## config.mk

```make
export PLATFORM = sky130hd
export DESIGN_NAME = bray_curtis_distance
export DESIGN_NICKNAME = d
export VERILOG_FILES = /design/src/rtl/core/bcd_pkg.sv /design/src/rtl/core/bcd_dp.sv /design/src/rtl/core/bcd_ctrl.sv /design/src/rtl/core/bray_curtis_distance.sv
export SDC_FILE = /design/constraint.sdc
export NUM_CORES = 1
export LEC_CHECK = 0
export ABC_AREA = 0
export BUFFER_PORTS_ARGS = -buffer_cell sky130_fd_sc_hd__buf_2
export CAP_MARGIN = 10
export CORE_ASPECT_RATIO = 0.7
export CORE_UTILIZATION = 30
export DETAILED_ROUTE_END_ITERATION = 12
export MAX_ROUTING_LAYER = met4
export PLACE_DENSITY_LB_ADDON = 0.1
export SLEW_MARGIN = 30
export SYNTH_ARGS = -nofsm -noshare
export SYNTH_HDL_FRONTEND = slang
export SYNTH_HIERARCHICAL = 1
export SYNTH_SLANG_ARGS = --single-unit
```

## constraint.sdc

```tcl
create_clock -name clk -period 11.55 [get_ports clk]
set_input_delay 0.5775 -clock clk [delete_from_list [all_inputs] [get_ports clk]]
set_output_delay 0.5775 -clock clk [all_outputs]
set_load 0.02 [all_outputs]
```

## src/rtl/core/bcd_pkg.sv

```systemverilog
// Shared types and constants for the Bray-Curtis distance block.
`timescale 1ns / 1ps
`default_nettype none

package bcd_pkg;

  // Default widths handed to the top level parameters
  localparam int COUNT_BITS_DEF    = 16;
  localparam int FRACTION_BITS_DEF = 16;

  // Fixed field and accumulator widths
  localparam int TOTAL_W  = 48;
  localparam int DIST_W   = 17;
  localparam int STATUS_W = 2;

  // Result status codes
  localparam logic [STATUS_W-1:0] ST_OK       = 2'd0;
  localparam logic [STATUS_W-1:0] ST_MISMATCH = 2'd1;
  localparam logic [STATUS_W-1:0] ST_ZERO_DEN = 2'd2;

  // Commands from the controller to the datapath
  typedef struct packed {
    logic                acc_en;
    logic                load;
    logic                step;
    logic                first_step;
    logic                emit;
    logic [STATUS_W-1:0] status;
  } bcd_cmd_t;

  // Status from the datapath to the controller
  typedef struct packed {
    logic den_zero;
  } bcd_stat_t;

endpackage

`default_nettype wire

```

## src/rtl/core/bcd_dp.sv

```systemverilog
// Datapath: saturating accumulators, restoring fraction divider, result registers.
`timescale 1ns / 1ps
`default_nettype none

module bcd_dp #(
  parameter int COUNT_BITS    = 16,
  parameter int FRACTION_BITS = 16
) (
  input  wire logic                          clk,
  input  wire logic                          rst_n,
  input  wire logic [COUNT_BITS-1:0]         count_a,
  input  wire logic [COUNT_BITS-1:0]         count_b,
  input  wire bcd_pkg::bcd_cmd_t             cmd,
  output bcd_pkg::bcd_stat_t                 stat,
  output logic                               out_valid,
  output logic [bcd_pkg::DIST_W-1:0]         out_distance,
  output logic [bcd_pkg::STATUS_W-1:0]       out_status
);
  import bcd_pkg::*;

  localparam int REM_W = TOTAL_W + 2;
  localparam int DEN_W = TOTAL_W + 1;
  localparam int QUO_W = FRACTION_BITS + 1;
  localparam logic [QUO_W-1:0] ONE_FIXED = QUO_W'(1) << FRACTION_BITS;
  localparam logic [TOTAL_W-1:0] TOTAL_MAX = '1;

  // Add with clamp at the all-ones total
  function automatic logic [TOTAL_W-1:0] sat_add(
    input logic [TOTAL_W-1:0] acc,
    input logic [TOTAL_W-1:0] v
  );
    logic [TOTAL_W:0] s;
    s = {1'b0, acc} + {1'b0, v};
    return s[TOTAL_W] ? TOTAL_MAX : s[TOTAL_W-1:0];
  endfunction

  logic [TOTAL_W-1:0]  diff_r, diff_nxt;
  logic [TOTAL_W-1:0]  first_r, first_nxt;
  logic [TOTAL_W-1:0]  second_r, second_nxt;
  logic [REM_W-1:0]    rem_r, rem_nxt;
  logic [DEN_W-1:0]    den_r, den_nxt;
  logic [QUO_W-1:0]    quo_r, quo_nxt;
  logic [DIST_W-1:0]   dist_r, dist_nxt;
  logic [STATUS_W-1:0] status_r, status_nxt;
  logic                valid_r, valid_nxt;

  logic [COUNT_BITS-1:0] abs_diff;
  logic [REM_W-1:0]      rem_shift;
  logic                  fits;
  logic [QUO_W-1:0]      quo_capped;

  // Absolute difference of the pair
  assign abs_diff = (count_a > count_b) ? (count_a - count_b) : (count_b - count_a);

  // One restoring division step: shift (except on the first), compare, subtract
  assign rem_shift  = cmd.first_step ? rem_r : (rem_r << 1);
  assign fits       = (rem_shift >= REM_W'(den_r));
  assign quo_capped = (quo_r > ONE_FIXED) ? ONE_FIXED : quo_r;

  assign stat.den_zero = (den_r == '0);

  // Next-state logic for totals, divider and result
  always_comb begin
    diff_nxt   = diff_r;
    first_nxt  = first_r;
    second_nxt = second_r;
    rem_nxt    = rem_r;
    den_nxt    = den_r;
    quo_nxt    = quo_r;
    dist_nxt   = dist_r;
    status_nxt = status_r;
    valid_nxt  = cmd.emit;

    if (cmd.acc_en) begin
      diff_nxt   = sat_add(diff_r, TOTAL_W'(abs_diff));
      first_nxt  = sat_add(first_r, TOTAL_W'(count_a));
      second_nxt = sat_add(second_r, TOTAL_W'(count_b));
    end

    if (cmd.load) begin
      den_nxt    = {1'b0, first_r} + {1'b0, second_r};
      rem_nxt    = REM_W'(diff_r);
      quo_nxt    = '0;
      diff_nxt   = '0;
      first_nxt  = '0;
      second_nxt = '0;
    end

    if (cmd.step) begin
      rem_nxt = fits ? (rem_shift - REM_W'(den_r)) : rem_shift;
      quo_nxt = {quo_r[QUO_W-2:0], fits};
    end

    if (cmd.emit) begin
      status_nxt = cmd.status;
      dist_nxt   = (cmd.status == ST_OK) ? DIST_W'(quo_capped) : '0;
    end
  end

  // Hold accumulators and result strobe under reset
  always_ff @(posedge clk) begin
    if (!rst_n) begin
      diff_r   <= '0;
      first_r  <= '0;
      second_r <= '0;
      valid_r  <= 1'b0;
    end else begin
      diff_r   <= diff_nxt;
      first_r  <= first_nxt;
      second_r <= second_nxt;
      valid_r  <= valid_nxt;
    end
  end

  // Divider and result payload
  always_ff @(posedge clk) begin
    rem_r    <= rem_nxt;
    den_r    <= den_nxt;
    quo_r    <= quo_nxt;
    dist_r   <= dist_nxt;
    status_r <= status_nxt;
  end

  assign out_valid    = valid_r;
  assign out_distance = dist_r;
  assign out_status   = status_r;

endmodule

`default_nettype wire

```

## src/rtl/core/bcd_ctrl.sv

```systemverilog
// Controller: accepts items, sequences the load, divide steps and result strobe.
`timescale 1ns / 1ps
`default_nettype none

module bcd_ctrl #(
  parameter int FRACTION_BITS = 16
) (
  input  wire logic               clk,
  input  wire logic               rst_n,
  input  wire logic               start,
  input  wire logic               end_a,
  input  wire logic               end_b,
  input  wire bcd_pkg::bcd_stat_t stat,
  output bcd_pkg::bcd_cmd_t       cmd,
  output logic                    busy
);
  import bcd_pkg::*;

  localparam int CNT_W = $clog2(FRACTION_BITS + 1);
  localparam logic [CNT_W-1:0] LAST_STEP = CNT_W'(FRACTION_BITS);

  typedef enum logic [3:0] {
    S_IDLE = 4'b0001,
    S_LOAD = 4'b0010,
    S_DIV  = 4'b0100,
    S_EMIT = 4'b1000
  } state_t;

  state_t              state_r, state_nxt;
  logic                mism_r, mism_nxt;
  logic [CNT_W-1:0]    cnt_r, cnt_nxt;
  logic [STATUS_W-1:0] status_r, status_nxt;

  // Decode state into datapath commands
  always_comb begin
    state_nxt      = state_r;
    mism_nxt       = mism_r;
    cnt_nxt        = cnt_r;
    status_nxt     = status_r;
    cmd            = '0;
    cmd.status     = status_r;

    unique case (state_r)
      S_IDLE: begin
        cmd.acc_en = start;
        if (start && (end_a || end_b)) begin
          mism_nxt  = end_a ^ end_b;
          state_nxt = S_LOAD;
        end
      end
      S_LOAD: begin
        cmd.load  = 1'b1;
        cnt_nxt   = '0;
        state_nxt = S_DIV;
      end
      S_DIV: begin
        priority if (mism_r) begin
          status_nxt = ST_MISMATCH;
          state_nxt  = S_EMIT;
        end else if (stat.den_zero) begin
          status_nxt = ST_ZERO_DEN;
          state_nxt  = S_EMIT;
        end else begin
          cmd.step       = 1'b1;
          cmd.first_step = (cnt_r == '0);
          cnt_nxt        = cnt_r + CNT_W'(1);
          if (cnt_r == LAST_STEP) begin
            status_nxt = ST_OK;
            state_nxt  = S_EMIT;
          end
        end
      end
      S_EMIT: begin
        cmd.emit  = 1'b1;
        state_nxt = S_IDLE;
      end
      default: begin
        state_nxt = S_IDLE;
      end
    endcase
  end

  // Advance state
  always_ff @(posedge clk) begin
    if (!rst_n) begin
      state_r <= S_IDLE;
    end else begin
      state_r <= state_nxt;
    end
  end

  // Hold item flags and step count
  always_ff @(posedge clk) begin
    mism_r   <= mism_nxt;
    cnt_r    <= cnt_nxt;
    status_r <= status_nxt;
  end

  assign busy = (state_r != S_IDLE);

endmodule

`default_nettype wire

```

## src/rtl/core/bray_curtis_distance.sv

```systemverilog
// Top level of the Bray-Curtis distance block.
//
// Usage: drive one element pair per item on in_count_a / in_count_b with the
// end flags; an item is taken at a clock edge with start high and busy low.
// Items that end neither vector leave busy low, so a vector streams at
// one pair per clock. An item with in_end_a or in_end_b set makes busy rise
// for the final quotient: the load state, FRACTION_BITS + 1 steps of the
// restoring divider (one quotient bit per cycle), and the emit state that
// registers the result, so the result strobe out_valid follows the ending
// item after S_LOAD, S_DIV and S_EMIT (S_DIV takes no divide steps on a
// length mismatch or zero denominator). Busy drops in the cycle of the strobe.
// Each result stands on out_distance / out_status for exactly one cycle with
// out_valid high; the receiver cannot stall it. Totals clear once the ending
// item is loaded into the divider.
// Reset (rst_n low, synchronous) clears all totals and returns to idle.
`timescale 1ns / 1ps
`default_nettype none

module bray_curtis_distance #(
  parameter int COUNT_BITS    = bcd_pkg::COUNT_BITS_DEF,
  parameter int FRACTION_BITS = bcd_pkg::FRACTION_BITS_DEF
) (
  input  wire logic                          clk,
  input  wire logic                          rst_n,
  input  wire logic                          start,
  output logic                               busy,
  input  wire logic [COUNT_BITS-1:0]         in_count_a,
  input  wire logic [COUNT_BITS-1:0]         in_count_b,
  input  wire logic                          in_end_a,
  input  wire logic                          in_end_b,
  output logic                               out_valid,
  output logic [bcd_pkg::DIST_W-1:0]         out_distance,
  output logic [bcd_pkg::STATUS_W-1:0]       out_status
);
  import bcd_pkg::*;

  bcd_cmd_t  cmd;
  bcd_stat_t stat;

  bcd_ctrl #(
    .FRACTION_BITS (FRACTION_BITS)
  ) u_ctrl (
    .clk   (clk),
    .rst_n (rst_n),
    .start (start),
    .end_a (in_end_a),
    .end_b (in_end_b),
    .stat  (stat),
    .cmd   (cmd),
    .busy  (busy)
  );

  bcd_dp #(
    .COUNT_BITS    (COUNT_BITS),
    .FRACTION_BITS (FRACTION_BITS)
  ) u_dp (
    .clk          (clk),
    .rst_n        (rst_n),
    .count_a      (in_count_a),
    .count_b      (in_count_b),
    .cmd          (cmd),
    .stat         (stat),
    .out_valid    (out_valid),
    .out_distance (out_distance),
    .out_status   (out_status)
  );

  // An ending item always makes the block busy in the next cycle
  a_end_busy: assert property (@(posedge clk) disable iff (!rst_n)
    (start && !busy && (in_end_a || in_end_b)) |=> busy)
    else $error("ending item did not start the divide sequence");

  // A plain item keeps the block free for the next one
  a_plain_free: assert property (@(posedge clk) disable iff (!rst_n)
    (start && !busy && !in_end_a && !in_end_b) |=> !busy)
    else $error("non-ending item stalled the input");

  // One strobe per result
  a_single_strobe: assert property (@(posedge clk) disable iff (!rst_n)
    out_valid |=> !out_valid)
    else $error("result strobe held for more than one cycle");

  // Error results carry a zero distance
  a_err_zero: assert property (@(posedge clk) disable iff (!rst_n)
    (out_valid && (out_status != ST_OK)) |-> (out_distance == '0))
    else $error("error result with nonzero distance");

  // A result only appears when the sequence has just finished
  a_strobe_idle: assert property (@(posedge clk) disable iff (!rst_n)
    out_valid |-> !busy)
    else $error("result strobe while busy");

endmodule

`default_nettype wire
```

==> results.md <==
* Routed Wire Length at 69,700 um
* F_max at 159 MHz
* Initial Util at 30.3%
* Max Clock Skew at 0.0288 ns
* Ys async rst share at 0%
* Chip Width at 327 um
* Hold crit path type: input pin to register
* Footprint of the multi-input gates at 13,800 um2
* Slowest stage delay, CP at 0.67 ns
* Post-synthesis sequential area ratio at 32.8%
* Period utilization at 54.4%
* Period minus WS final at 6.29 ns
* Post-synth EDFFs at 143
* Peak supply drop at 0.0752 mV
* Hold_buf cts at 0
* Synthesis-stage register bit count at 292
* Total gr overflow at 0
* Crit-path slowest cell: nor4_1
* PortBufs at 57
* Wire per inst at 19.5 um
* Worst Path Buf+Inv at 1
* Avg Cell Area, Syn at 8.61 um2
* # setup viols final at 0
* HPWL after detailed placement at 53,400 um
* Critical-path cell list: nor4_1 -> nand4_1 -> nor4_1 -> or3_4 -> nor3_2 -> buf_4 -> mux2_2 -> ha_1 -> a21oi_1 -> o21ai_0 -> a211oi_1 -> a211oi_2 -> nor2_1 -> o41a_2 -> or3_1 -> mux2i_1 -> a211o_1
* Antenna fix cells at 0
* Area of the mapped netlist at 22,200 um2
* Vias per cell at 5.29
* Drt first-iter violations at 1,438
* Setup TNS Final at 0 ns
* I/O pin count at 58
* CTS tree: yes
* Non-Filler Instances at 3,583
* Nature of the critical path endpoint: register
* CP arrival at 6.59 ns
* Synth-to-layout area growth at 10.9%
* Number of nets with antenna violations after routing at 0
* CTS buffer count at 37
* Power per cell area at 138 nW/um2
* Final Hold Fails at 0
* Postcts setup bufs at 0
* Max Root-Sink Buffers at 3
* Critical path type: register to register
* Most frequent cell on the critical path: nor4_1
* Core area at 73,200 um2
* Worst slew pin tran at 0.905 ns
* Clock slew at reported path FFs at 0.06 ns
* CTS Root Buffer Type: clkbuf_16
* Clock sink total at 292
* P_leak at 10.0 nW
* CP top delay family: simple AND/OR/NAND/NOR gates
* Cell variety after synth at 92
* DIE HEIGHT at 230 um
* RSZ-0062 raised after global routing: false
* Max-slew violations at 0
* Synth warnings at 6
* Fillers at 7,634
* CP max FO at 50
* Post-synth top flop: dfxtp_1
* Via Count at 19,000
* Initial antenna violation count at 0
* First-pass GRT wire length at 108,000 um
* Max cap viols at 0
* H-tree depth at 2
* Final Net Count at 2,801
* Router iterations before antenna repair at 6
* Largest net degree at the start of global routing at 93
* Post-CTS resize count at 0
* Worst skew pair latency at 0.56 ns
* All-Layer GR Usage at 18.9%
* Max_slew headroom at 39.7%
* Setup crit start kind: register
* Vias in the first global route at 17,800
* Layout cells sized above 1 at 9.17%
* Post-layout util at 33.6%
* Status: completed
* Cell count after synthesis at 2,577
* DRC violations left at 0
* Synthesized Nets at 2,801
* Die ar. at 75,100 um2
* Cell count after placement at 3,515
* FP Rows at 83
* Routability Congestion at 0.868
* Storage cell area at 7280 um2
* Critical Path RT at 11.86 ns
==> power by group <==
group          switching [mW]  total [mW]  internal (mW)
Sequential             0.0663        1.23           1.16
Combinational           0.597       0.955          0.358
Clock                   0.477        1.21          0.728
==> registers in the layout (all words and copies together), names as in the netlist <==
signal,flops
u_dp/diff_r,48
u_dp/out_valid,1
u_ctrl/mism_r,1
u_dp/second_r,48
u_dp/rem_r,50
u_dp/den_r,49
u_dp/first_r,48
u_dp/quo_r,17
u_ctrl/state_r,4
u_ctrl/status_r,2
u_dp/out_status,2
u_ctrl/cnt_r,5
u_dp/out_distance,17
==> worst reg2reg max path, delay by kind of cell (launching register included) <==
kind	cells	cell delay (ns)
buf+inv	1	0.32
mux	2	0.51
flops	1	0.49
fa+ha+maj	1	0.42
simple gates	7	2.24
compound gates	6	2.08
==> metrics by stage <==
step	total power [mW]	hold slack, ns	instance area [um2]	worst slack [ns]
after floorplan	1.91	0.453	22200	6.24
after detailed placement	2.19	0.491	23400	5.07
after global placement	2.18	0.484	23400	5.10
after CTS	3.43	0.314	24600	5.08
final	3.39	0.350	24600	5.26
after global routing	3.59	0.328	24600	4.86
==> cells in the mapped netlist (30+ instances only) <==
| cell | number | share of area, % |
|---|---|---|
| and3_1 | 46 | 1.3 |
| edfxtp_1 | 143 | 19 |
| nor2b_1 | 30 | 0.85 |
| nor3_1 | 76 | 1.7 |
| a21oi_1 | 292 | 6.6 |
| xnor2_1 | 120 | 4.7 |
| nor2_1 | 181 | 3.1 |
| mux2_2 | 55 | 2.8 |
| inv_1 | 161 | 2.7 |
| ha_1 | 180 | 10 |
| nand4_1 | 44 | 1.2 |
| mux2i_1 | 39 | 1.8 |
| nand3_1 | 82 | 1.8 |
| clkbuf_1 | 74 | 1.3 |
| a21o_1 | 82 | 2.8 |
| o21ai_0 | 144 | 3.2 |
| dfxtp_1 | 149 | 13 |
| nand2_1 | 152 | 2.6 |
| and2_1 | 47 | 1.3 |
| a31oi_1 | 41 | 1.2 |
| xor2_1 | 72 | 2.8 |
==> cell type report <==
type	count	share of cell area [%]
clock buffer	53	4.30
clock inverter	15	0.727
inverter	161	2.46
multi-input combinational	2010	56.2
sequential	292	29.6
tap	977	4.97
timing repair buffer	75	1.74
==> final timing paths <==
kind	from	to	slack, ns	depth (start not counted)
hold reg to reg	u_ctrl/status_r[1]	u_dp/out_status[1]	0.48	0
hold / removal	rst_n	u_ctrl/state_r[1]	0.35	2
setup / recovery	u_dp/den_r[36]	u_dp/rem_r[46]	5.26	17
setup reg to reg	u_dp/den_r[36]	u_dp/rem_r[46]	5.26	17
==> kinds of logic (layout without fill, tap and decap cells) <==
kind of cell,Yosys count,after routing,share of synthesized area [%]
muxes,94,94,4.55
and+or+nand+nor,784,784,18.2
DFF,292,292,32.8
adders and majority gates,187,187,10.8
AOI/OAI and AO/OA,753,753,21.0
xor gates and xnor gates,192,192,7.58
buffers and inverters,275,304,5.13
==> routing by layer <==
layer / global-route usage [%] / part of all wire [%] / wire (um) / vias up
met5: - / 0 / 0 / -
met4: 4.09 / 1.8 / 1230 / 0
met3: 2.61 / 4.6 / 3230 / 78
met2: 23.3 / 36 / 24900 / 422
met1: 31.0 / 58 / 40300 / 9042
li1: - / - / - / 9414
==> placed cells by master, fill, tap and decap left out, drive strengths merged, types with 82 or more instances in the layout <==
cell type,Yosys,final
a21oi,295,295
nor2,183,183
ha,180,180
o21ai,163,163
inv,161,162
nand2,152,152
dfxtp,149,149
edfxtp,143,143
xnor2,120,120
nand3,84,84
a21o,82,82
Power figures use the tool's default switching activity.
